### config.mk
export PLATFORM = sky130hd
export DESIGN_NAME = lru_page_replacement_core_flat
export DESIGN_NICKNAME = d
export VERILOG_FILES = /design/src/rtl/lrup_pkg.sv /design/src/rtl/lrup_if.sv /design/src/rtl/lrup_cell.sv /design/src/rtl/lru_page_replacement_core.sv /design/src/flat_wrapper.sv
export SDC_FILE = /design/constraint.sdc
export NUM_CORES = 1
export LEC_CHECK = 0
export BUFFER_PORTS_ARGS = -buffer_cell sky130_fd_sc_hd__buf_2
export CELL_PAD_IN_SITES_DETAIL_PLACEMENT = 1
export CELL_PAD_IN_SITES_GLOBAL_PLACEMENT = 1
export CORE_AREA = 3 3 147 184
export DETAILED_ROUTE_END_ITERATION = 8
export DIE_AREA = 0 0 150 187
export PLACE_DENSITY = 0.87
export SYNTH_ARGS = -nofsm -noshare
export SYNTH_HDL_FRONTEND = slang
export SYNTH_HIERARCHICAL = 1
export SYNTH_SLANG_ARGS = --single-unit
### constraint.sdc
create_clock -name clk_i -period 14.59 [get_ports clk_i]
set_clock_uncertainty 0.15 [all_clocks]
set_input_delay 4.377 -clock clk_i [delete_from_list [all_inputs] [get_ports clk_i]]
set_output_delay 4.377 -clock clk_i [all_outputs]
set_load 0.05 [all_outputs]
### src/rtl/lrup_pkg.sv
// Package for the LRU page frame manager: sizes, operation codes and the
// structs passed between the top level and the frame cells.
// No dependencies.
package lrup_pkg;

  // Frame count and stored page width.
  localparam int unsigned FRAMES    = 8;
  localparam int unsigned PAGE_BITS = 16;

  // Derived widths.
  localparam int unsigned IDX_W   = $clog2(FRAMES);
  localparam int unsigned RANK_W  = $clog2(FRAMES);
  localparam int unsigned CNT_W   = $clog2(FRAMES + 1);
  localparam int unsigned FAULT_W = 16;
  localparam logic [FAULT_W-1:0] FAULT_MAX = '1;

  // Port field widths.
  localparam int unsigned IN_PAGE_W = 16;
  localparam int unsigned OUT_IDX_W = 3;

  // What the frame chain does with the current reference.
  typedef enum logic [1:0] {
    OP_HIT,
    OP_FILL,
    OP_EVICT
  } op_e;

  // Command broadcast from the top level to every cell.
  typedef struct packed {
    logic                 en;
    op_e                  op;
    logic [PAGE_BITS-1:0] page;
    logic [RANK_W-1:0]    old_rank;
    logic [RANK_W-1:0]    new_rank;
  } cmd_t;

  // Search word handed from one cell to the next.
  typedef struct packed {
    logic                 hit;
    logic [IDX_W-1:0]     hit_idx;
    logic [RANK_W-1:0]    hit_rank;
    logic                 free;
    logic [IDX_W-1:0]     free_idx;
    logic                 vic;
    logic [IDX_W-1:0]     vic_idx;
    logic [PAGE_BITS-1:0] vic_page;
  } chain_t;

  // Per-cell status for checking.
  typedef struct packed {
    logic valid;
    logic match;
    logic vic;
  } stat_t;

  // Fit an input page number to the stored page width.
  function automatic logic [PAGE_BITS-1:0] to_page(input logic [IN_PAGE_W-1:0] p);
    logic [PAGE_BITS+IN_PAGE_W-1:0] t;
    t = {{PAGE_BITS{1'b0}}, p};
    return t[PAGE_BITS-1:0];
  endfunction

  // Fit a stored page number to the output field width.
  function automatic logic [IN_PAGE_W-1:0] from_page(input logic [PAGE_BITS-1:0] p);
    logic [PAGE_BITS+IN_PAGE_W-1:0] t;
    t = {{IN_PAGE_W{1'b0}}, p};
    return t[IN_PAGE_W-1:0];
  endfunction

  // Fit a frame index to the output field width.
  function automatic logic [OUT_IDX_W-1:0] to_out_idx(input logic [IDX_W-1:0] i);
    logic [IDX_W+OUT_IDX_W-1:0] t;
    t = {{OUT_IDX_W{1'b0}}, i};
    return t[OUT_IDX_W-1:0];
  endfunction

endpackage

### src/rtl/lrup_if.sv
// Handshake interfaces for the page reference word and the result word.
// Depends on lrup_pkg for the field widths.
interface lrup_in_if;
  logic                           valid;
  logic                           ready;
  logic [lrup_pkg::IN_PAGE_W-1:0] vpn;

  modport source (output valid, output vpn, input ready);
  modport sink   (input valid, input vpn, output ready);
endinterface

interface lrup_out_if;
  logic                           valid;
  logic                           ready;
  logic                           hit;
  logic [lrup_pkg::OUT_IDX_W-1:0] frame_index;
  logic                           evicted_valid;
  logic [lrup_pkg::IN_PAGE_W-1:0] evicted_page;
  logic [lrup_pkg::FAULT_W-1:0]   fault_total;

  modport source (output valid, output hit, output frame_index, output evicted_valid,
                  output evicted_page, output fault_total, input ready);
  modport sink   (input valid, input hit, input frame_index, input evicted_valid,
                  input evicted_page, input fault_total, output ready);
endinterface

### src/rtl/lrup_cell.sv
// One page frame: stored page, valid bit and recency rank, with its stage of
// the search chain. Depends on lrup_pkg.
module lrup_cell (
  input  logic                     clk_i,
  input  logic                     rst_ni,
  input  logic [lrup_pkg::IDX_W-1:0] idx_i,
  input  lrup_pkg::cmd_t           cmd_i,
  input  lrup_pkg::chain_t         chain_i,
  output lrup_pkg::chain_t         chain_o,
  output lrup_pkg::stat_t          stat_o
);
  import lrup_pkg::*;

  logic [PAGE_BITS-1:0] page_q;
  logic                 valid_q;
  logic [RANK_W-1:0]    rank_q, rank_d;
  logic                 valid_d;
  logic                 match, is_vic;
  logic                 first_hit, first_free, first_vic, sel;

  // Local compare against the broadcast page.
  assign match  = valid_q && (page_q == cmd_i.page);
  assign is_vic = valid_q && (rank_q == '0);

  assign first_hit  = match && !chain_i.hit;
  assign first_free = !valid_q && !chain_i.free;
  assign first_vic  = is_vic && !chain_i.vic;

  // Pass the search word on, claiming each slot if this is the first frame.
  always_comb begin
    chain_o = chain_i;
    if (first_hit) begin
      chain_o.hit      = 1'b1;
      chain_o.hit_idx  = idx_i;
      chain_o.hit_rank = rank_q;
    end
    if (first_free) begin
      chain_o.free     = 1'b1;
      chain_o.free_idx = idx_i;
    end
    if (first_vic) begin
      chain_o.vic      = 1'b1;
      chain_o.vic_idx  = idx_i;
      chain_o.vic_page = page_q;
    end
  end

  // Decide whether this frame is the one that takes the reference.
  always_comb begin
    unique case (cmd_i.op)
      OP_HIT:   sel = first_hit;
      OP_FILL:  sel = first_free;
      OP_EVICT: sel = first_vic;
      default:  sel = 1'b0;
    endcase
  end

  // Rank update: the chosen frame becomes most recent, frames above it move down.
  always_comb begin
    rank_d  = rank_q;
    valid_d = valid_q;
    if (cmd_i.en) begin
      if (sel) begin
        rank_d  = cmd_i.new_rank;
        valid_d = 1'b1;
      end else if (valid_q && (cmd_i.op != OP_FILL) && (rank_q > cmd_i.old_rank)) begin
        rank_d = rank_q - RANK_W'(1);
      end
    end
  end

  always_ff @(posedge clk_i or negedge rst_ni) begin
    if (!rst_ni) begin
      valid_q <= 1'b0;
      rank_q  <= '0;
    end else begin
      valid_q <= valid_d;
      rank_q  <= rank_d;
    end
  end

  // Page storage needs no reset: it is only read while valid.
  always_ff @(posedge clk_i) begin
    if (cmd_i.en && sel && (cmd_i.op != OP_HIT)) begin
      page_q <= cmd_i.page;
    end
  end

  assign stat_o = '{valid: valid_q, match: match, vic: is_vic};

endmodule

### src/rtl/lru_page_replacement_core.sv
// A reference word is captured at its accepting edge and resolved once any earlier
// result word is taken; the result word is registered at the resolving edge.
// No new reference is taken until the current one is resolved: the compare and rank
// update pass along the chain of frame cells runs once per reference, and
// a result word that is not taken holds the resolve step and the input.
// Reset clears all valid bits, ranks, the valid-frame count and the fault count
// at once; stored pages are not cleared and no clearing pass is needed.
module lru_page_replacement_core (
  input  logic       clk_i,
  input  logic       rst_ni,
  lrup_in_if.sink    in_i,
  lrup_out_if.source out_o
);
  import lrup_pkg::*;

  logic                 busy_q;
  logic [PAGE_BITS-1:0] req_page_q;
  logic [CNT_W-1:0]     nvalid_q;
  logic [FAULT_W-1:0]   fault_q, fault_d;

  logic                 out_valid_q;
  logic                 hit_q, ev_valid_q;
  logic [OUT_IDX_W-1:0] frame_q;
  logic [IN_PAGE_W-1:0] ev_page_q;

  logic    accept, done, full;
  op_e     op;
  cmd_t    cmd;
  chain_t  chain_w [FRAMES+1];
  stat_t   stat_w  [FRAMES];
  logic [FRAMES-1:0] match_vec, vic_vec;
  logic [IDX_W-1:0]  sel_idx;

  assign in_i.ready = !busy_q;
  assign accept     = in_i.valid && !busy_q;
  assign done       = busy_q && (!out_valid_q || out_o.ready);
  assign full       = (nvalid_q == CNT_W'(FRAMES));

  // Row of frame cells, linked by the search chain.
  assign chain_w[0] = '0;
  for (genvar g = 0; g < FRAMES; g++) begin : g_cell
    lrup_cell u_cell (
      .clk_i   (clk_i),
      .rst_ni  (rst_ni),
      .idx_i   (IDX_W'(g)),
      .cmd_i   (cmd),
      .chain_i (chain_w[g]),
      .chain_o (chain_w[g+1]),
      .stat_o  (stat_w[g])
    );
    assign match_vec[g] = stat_w[g].match;
    assign vic_vec[g]   = stat_w[g].vic;
  end

  // Pick the operation from the end of the chain and build the command.
  always_comb begin
    if (chain_w[FRAMES].hit) begin
      op = OP_HIT;
    end else if (chain_w[FRAMES].free) begin
      op = OP_FILL;
    end else begin
      op = OP_EVICT;
    end
    cmd.en   = done;
    cmd.op   = op;
    cmd.page = req_page_q;
    unique case (op)
      OP_HIT: begin
        cmd.old_rank = chain_w[FRAMES].hit_rank;
        cmd.new_rank = RANK_W'(nvalid_q - CNT_W'(1));
        sel_idx      = chain_w[FRAMES].hit_idx;
      end
      OP_FILL: begin
        cmd.old_rank = '0;
        cmd.new_rank = RANK_W'(nvalid_q);
        sel_idx      = chain_w[FRAMES].free_idx;
      end
      OP_EVICT: begin
        cmd.old_rank = '0;
        cmd.new_rank = RANK_W'(FRAMES - 1);
        sel_idx      = chain_w[FRAMES].vic_idx;
      end
      default: begin
        cmd.old_rank = '0;
        cmd.new_rank = '0;
        sel_idx      = '0;
      end
    endcase
  end

  // Saturating fault count.
  always_comb begin
    fault_d = fault_q;
    if ((op != OP_HIT) && (fault_q != FAULT_MAX)) begin
      fault_d = fault_q + FAULT_W'(1);
    end
  end

  // Control state: busy flag, valid-frame count, fault count, result valid.
  always_ff @(posedge clk_i or negedge rst_ni) begin
    if (!rst_ni) begin
      busy_q      <= 1'b0;
      nvalid_q    <= '0;
      fault_q     <= '0;
      out_valid_q <= 1'b0;
    end else begin
      if (accept) begin
        busy_q <= 1'b1;
      end else if (done) begin
        busy_q <= 1'b0;
      end
      if (done) begin
        fault_q     <= fault_d;
        out_valid_q <= 1'b1;
        if (op == OP_FILL) begin
          nvalid_q <= nvalid_q + CNT_W'(1);
        end
      end else if (out_o.ready) begin
        out_valid_q <= 1'b0;
      end
    end
  end

  // Request and result words.
  always_ff @(posedge clk_i) begin
    if (accept) begin
      req_page_q <= to_page(in_i.vpn);
    end
    if (done) begin
      hit_q      <= (op == OP_HIT);
      frame_q    <= to_out_idx(sel_idx);
      ev_valid_q <= (op == OP_EVICT);
      ev_page_q  <= (op == OP_EVICT) ? from_page(chain_w[FRAMES].vic_page) : '0;
    end
  end

  assign out_o.valid         = out_valid_q;
  assign out_o.hit           = hit_q;
  assign out_o.frame_index   = frame_q;
  assign out_o.evicted_valid = ev_valid_q;
  assign out_o.evicted_page  = ev_page_q;
  assign out_o.fault_total   = fault_q;

  // A page is never resident in two frames.
  a_single_match: assert property (@(posedge clk_i) disable iff (!rst_ni)
    busy_q |-> $onehot0(match_vec))
    else $error("page matched in more than one frame");

  // With all frames valid exactly one frame holds the lowest rank.
  a_one_victim: assert property (@(posedge clk_i) disable iff (!rst_ni)
    (busy_q && full) |-> $onehot(vic_vec))
    else $error("no unique least recently used frame");

  // The valid-frame count never passes the number of frames.
  a_count_range: assert property (@(posedge clk_i) disable iff (!rst_ni)
    nvalid_q <= CNT_W'(FRAMES))
    else $error("valid-frame count out of range");

  // A miss with every frame valid reports an eviction.
  a_evict_out: assert property (@(posedge clk_i) disable iff (!rst_ni)
    (done && (op == OP_EVICT)) |=> (out_valid_q && ev_valid_q))
    else $error("eviction not reported");

endmodule
### src/flat_wrapper.sv
// flat-port wrapper written by rule: the top's interface ports become plain ports
module lru_page_replacement_core_flat import lrup_pkg::*;
  (clk_i, rst_ni, in_i_valid, in_i_vpn, in_i_ready, out_o_valid, out_o_hit, out_o_frame_index, out_o_evicted_valid, out_o_evicted_page, out_o_fault_total, out_o_ready);
  lrup_in_if in_i_i ();
  lrup_out_if out_o_i ();
  input  logic clk_i;
  input  logic rst_ni;
  input wire logic [$bits(in_i_i.valid)-1:0] in_i_valid;
  input wire logic [$bits(in_i_i.vpn)-1:0] in_i_vpn;
  output wire logic [$bits(in_i_i.ready)-1:0] in_i_ready;
  output wire logic [$bits(out_o_i.valid)-1:0] out_o_valid;
  output wire logic [$bits(out_o_i.hit)-1:0] out_o_hit;
  output wire logic [$bits(out_o_i.frame_index)-1:0] out_o_frame_index;
  output wire logic [$bits(out_o_i.evicted_valid)-1:0] out_o_evicted_valid;
  output wire logic [$bits(out_o_i.evicted_page)-1:0] out_o_evicted_page;
  output wire logic [$bits(out_o_i.fault_total)-1:0] out_o_fault_total;
  input wire logic [$bits(out_o_i.ready)-1:0] out_o_ready;
  assign in_i_i.valid = in_i_valid;
  assign in_i_i.vpn = in_i_vpn;
  assign in_i_ready = in_i_i.ready;
  assign out_o_valid = out_o_i.valid;
  assign out_o_hit = out_o_i.hit;
  assign out_o_frame_index = out_o_i.frame_index;
  assign out_o_evicted_valid = out_o_i.evicted_valid;
  assign out_o_evicted_page = out_o_i.evicted_page;
  assign out_o_fault_total = out_o_i.fault_total;
  assign out_o_i.ready = out_o_ready;
  lru_page_replacement_core u_core (.clk_i(clk_i), .rst_ni(rst_ni), .in_i(in_i_i), .out_o(out_o_i));
endmodule
======== Word level (Yosys, flattened, before mapping) ========
Index checks and enable logic that the tools add are counted.
storage, ports and cells
  register bits ........................... 219
  memory bits (writable) .................. 0
  ROM bits ................................ 0
  bits of input ports ..................... 20
  latch bits .............................. 0
  memories kept ........................... 0
  output and inout bits ................... 39
  logic and storage cells ................. 262
cells by class
  mux-type cells .......................... 56
  reductions and logical operators ........ 142
  add/subtract/negate cells ............... 11
  bitwise operators ....................... 0
  multiply operators ...................... 0
  div/mod/pow operators ................... 0
  equal/unequal tests ..................... 12
  shift-type cells ........................ 0
  $lt $le $gt $ge ......................... 8
operators by type and width
  operator                                              count
  two-way mux 20 bit                                    7
  equality test 16 bit                                  8
  logical AND 1 bit                                     72
  two-way mux 7 bit                                     8
  two-way mux 3 bit                                     16
  AND reduction 2 bit                                   18
  two-way mux 4 bit                                     8
  logical NOT 1 bit                                     31
  subtractor 3 x 1 -> 3 bit (second input constant)     9
  > comparator 3 bit                                    8
  logical NOT 3 bit                                     8
  case mux 1 bit (3 select lines)                       8
  nonzero test 2 bit                                    11
  two-way mux 19 bit                                    1
  case mux 6 bit (3 select lines)                       1
  adder 16 x 1 -> 16 bit (second input constant)        1
  inequality test 16 bit (second input constant)        1
  case mux 3 bit (3 select lines)                       1
  adder 4 x 1 -> 4 bit (second input constant)          1
  two-way mux 1 bit                                     4
  two-way mux 2 bit                                     2
  equality test 2 x 1 -> 1 bit (second input constant)  1
  equality test 2 bit (second input constant)           1
  logical NOT 2 bit                                     1
  other kinds (2)                                       2

======== Depth between registers and ports, before layout ========
  word-level depth ........................ 31
  depth in mapped cells ................... 23
  gate-level depth less buffers ........... 22

======== By module ========
The synthesis kept the hierarchy.
modules (own cells, without submodules)
  module                                    cells an instance  sequential area each (µm²)  area an instance (µm²)  instances
  lrup_cell at u_core.g_cell[0].u_cell ...  122                580.6                       1420.1                  6
  lrup_cell at u_core.g_cell[6].u_cell ...  129                580.6                       1497.7                  2
  lru_page_replacement_core                 173                1636.6                      2401.1                  1

======== Worst setup path after synthesis ========
OpenSTA, ideal clock, no wires.
  kind .................................... in2reg
  start ................................... in out_o_ready
  end ..................................... reg u_core.g_cell[6].u_cell.page_q[0], enable pin
  path buffers ............................ 0
  arrival time ............................ 6.760 ns
  library setup time ...................... 0.391 ns
  slack ................................... 7.289 ns
  stages on the path ...................... 4
  required time ........................... 14.049 ns
  path through ............................ nand2b_1 > nand2_1 > inv_1 > nor2b_1
RTL lines
  what                  RTL line            RTL
  from (decl)           flat_wrapper.sv:17  input wire logic [$bits(out_o_i.ready)-1:0] out_o_ready;
  to (signal assigned)  lrup_cell.sv:85     page_q <= cmd_i.page;
  to (decl)             lrup_cell.sv:14     logic [PAGE_BITS-1:0] page_q;

==> metrics.md <==
| Metric | Value |
|---|---|
| Final Critical Period | approximately 6.6 ns |
| Commonest non-fill, non-tap cell in the layout | mux2_2 |
| Maximum VDD drop | between 100 and 150 uV |
| Cell depth of the worst flop-to-flop path | 21 |
| Final WS setup | 7.98 ns |
| Critical-path top delay cell | buf_4 |
| Run status | finished, final reports clean |
| # port buffers | 58 |
| Area after DPL | ~15000 sq um |
| Crit path kind | primary input to flop |
| Critical Path End Type | flop |
| CTS tree | built |
| Post-synthesis cell count | approximately 1.1k |
| TNS Setup | 0 ns |
| Layout cells sized above 1 | a little under 30% |
| Total track usage | between 20% and 30% |
| Startpoint types | primary input |
| Core area | between 20000 and 30000 sq um |
| R2R setup slack | ~8.5 ns |
| Stages on worst setup path | 9 |
| End of the critical path | u_core/g_cell[7].u_cell/rank_q[0] |
| CP max FO | 62 |
| Worst-path clk slew | approximately 0.06 ns |
| Buf/Inv on CP | 3 |
| Antenna diode count | 0 |
| Most frequent cells in the layout | mux2_2 (212), edfxtp_1 (165), conb_1 (108) |
| Clock Latency Late Sink | ~0.53 ns |
| Sw Share | between 30% and 40% |
| P&R area growth vs syn | 15.0% |
| Post-layout instance area | 15700 sq um |
| Cell area after synthesis | about 14000 sq um |
| DR vias/cell | ~5.8 |
| Die Width | about 150 um |
| Initial cell density of the core | a little over half |
| Final core occ | 62.0% |
| GPL Wtd Cong | 0.829 |
| Warnings from Yosys | 6 |
| Number of fillers in the final layout | 2623 |
| Max-slew violation total from the final report | 0 |
| Vias in the first global route | 10.8k |
| Remaining antenna violation count | 0 |
| Drt drc | 0 |
| Longest Clk Path Bufs | 3 |
| Net switching power figure | about 0.00081 W |
| Final Net Count | 1385 |
| Fmax | around 150 MHz |
| WHS | 0.336 ns |
| Final setup violating endpoints | 0 |
| GR Overflow Total | 0 |
| Largest net degree at the start of global routing | between 60 and 70 |
| Clock power share | between 20 and 30% |
| Worst reg2reg path startpoint | u_core/req_page_q[4] |
| Worst Hold Class | flop to flop |
| Arrival @ worst endpoint | slightly below 7 ns |
| Initial antenna violation count | 0 |
| DR WL/cell | 22.6 um |
| CTS Buf Count | 24 |
| PostCTS Resize Cnt | 0 |
| Row count | 65 |
| Slew headroom | between 10% and 20% |
| Initial DRC Count | just under 600 |
| Via count | between 9k and 10k |
| Sequential power share | a little under two fifths |
| Power per Cell Area | between 100 and 150 nW/um^2 |
| Clock sink count | between 200 and 250 |
| Worst path top cell family by delay | simple AND/OR/NAND/NOR gates |
| Area occupied by multi-input gates | around 7300 sq um |
| CP cell instances | buf_2 -> nand2b_1 -> nand2_1 -> inv_2 -> buf_4 -> nand4_1 -> a21oi_1 -> or3b_1 -> o221a_1 |
| Combinational share of power | a little over a third |
| H-tree levels | 1 |
| Syn_area_per_cell | between 10 and 15 sq um |
| Internal power | between 0.001 and 0.0015 W |
| WL final | 37.8 mm |
| Register area | around 6300 sq um |
| Postcts setup bufs | 0 |
| Worst endpoint required time | 14.85 ns |
| Worst Tran Pin Value | approximately 1.3 ns |
| Ports | 59 |
| Leakage | between 6 and 7 nW |
| Final Hold Viols | 0 |
| First-pass GRT wire length | slightly below 60 mm |
| Max Cap Viol | 0 |
| Die Y | between 150 and 200 um |
| Start point of the critical path | out_o_ready |
| Detailed Place HPWL | between 20 and 30 mm |
| DR pass1 iterations | 5 |
| Final Cycle Share | about 45% |
| CTS root buf | clkbuf_16 |
| Place WS | approximately 7.6 ns |
| Max stage delay on crit path | a little over 0.7 ns |
| RSZ-0062 raised after global routing | false |
| Die area | ~28000 sq um |
| Reg2reg end | u_core/g_cell[7].u_cell/rank_q[0] |
| Post-CTS Hold Fix Bufs | 0 |
area by class of cell:
cell class	count	share of cell area, %
inverter	87	2.08
clock inverter	16	1.31
sequential	218	39.9
clock buffer	26	4.00
tap	335	2.66
timing repair buffer	89	3.32
multi-input combinational	902	46.7
layer usage:
layer | track usage, % | up-vias | part of all wire [%]
li1 | - | 4432 | -
met1 | 31.3 | 4957 | 39
met2 | 49.7 | 224 | 55
met3 | 2.91 | 84 | 3.4
met4 | 9.12 | 0 | 2.9
met5 | 0 | - | 0
through the flow:
| stage | power [W] | instances |
|---|---|---|
| 3_3_place_gp | 0.00162 | 1631 |
| 4_1_cts | 0.00232 | 1673 |
| 3_5_place_dp | 0.00166 | 1631 |
| 6_report | 0.00231 | 1673 |
| 5_1_grt | 0.00242 | 1673 |
| 2_1_floorplan | 0.00141 | 1230 |
power groups by stage:
stage	clock network, W	registers (W)	logic (W)
2_1_floorplan	0	0.000948	0.000465
3_3_place_gp	0	0.000852	0.000768
3_5_place_dp	0	0.000859	0.000799
4_1_cts	0.000661	0.000848	0.000813
5_1_grt	0.000688	0.000859	0.000875
6_report	0.000651	0.000850	0.000813
how the worst min path moves through the flow:
stage / end / cells after the start / startpoint / slack, ns
floorplan: u_core/nvalid_q[2] / 1 / u_core/nvalid_q[2] / 0.34
global placement: u_core/out_o.fault_total[15] / 1 / u_core/out_o.fault_total[15] / 0.33
detailed placement: u_core/out_o.fault_total[15] / 1 / u_core/out_o.fault_total[15] / 0.33
CTS: u_core/out_o.fault_total[15] / 1 / u_core/out_o.fault_total[15] / 0.34
global route: u_core/out_o.fault_total[15] / 1 / u_core/out_o.fault_total[15] / 0.38
finish: u_core/out_o.fault_total[15] / 1 / u_core/out_o.fault_total[15] / 0.34
registers in the layout, indices dropped and copies added, names as in the netlist:
name                          count
u_core/busy_q                     1
u_core/g_cell.u_cell/page_q     128
u_core/g_cell.u_cell/rank_q      24
u_core/g_cell.u_cell/valid_q      8
u_core/nvalid_q                   3
u_core/out_o.evicted_page        16
u_core/out_o.evicted_valid        1
u_core/out_o.fault_total         16
u_core/out_o.frame_index          3
u_core/out_o.hit                  1
u_core/out_o.valid                1
u_core/req_page_q                16
Power figures use the tool's default switching activity.
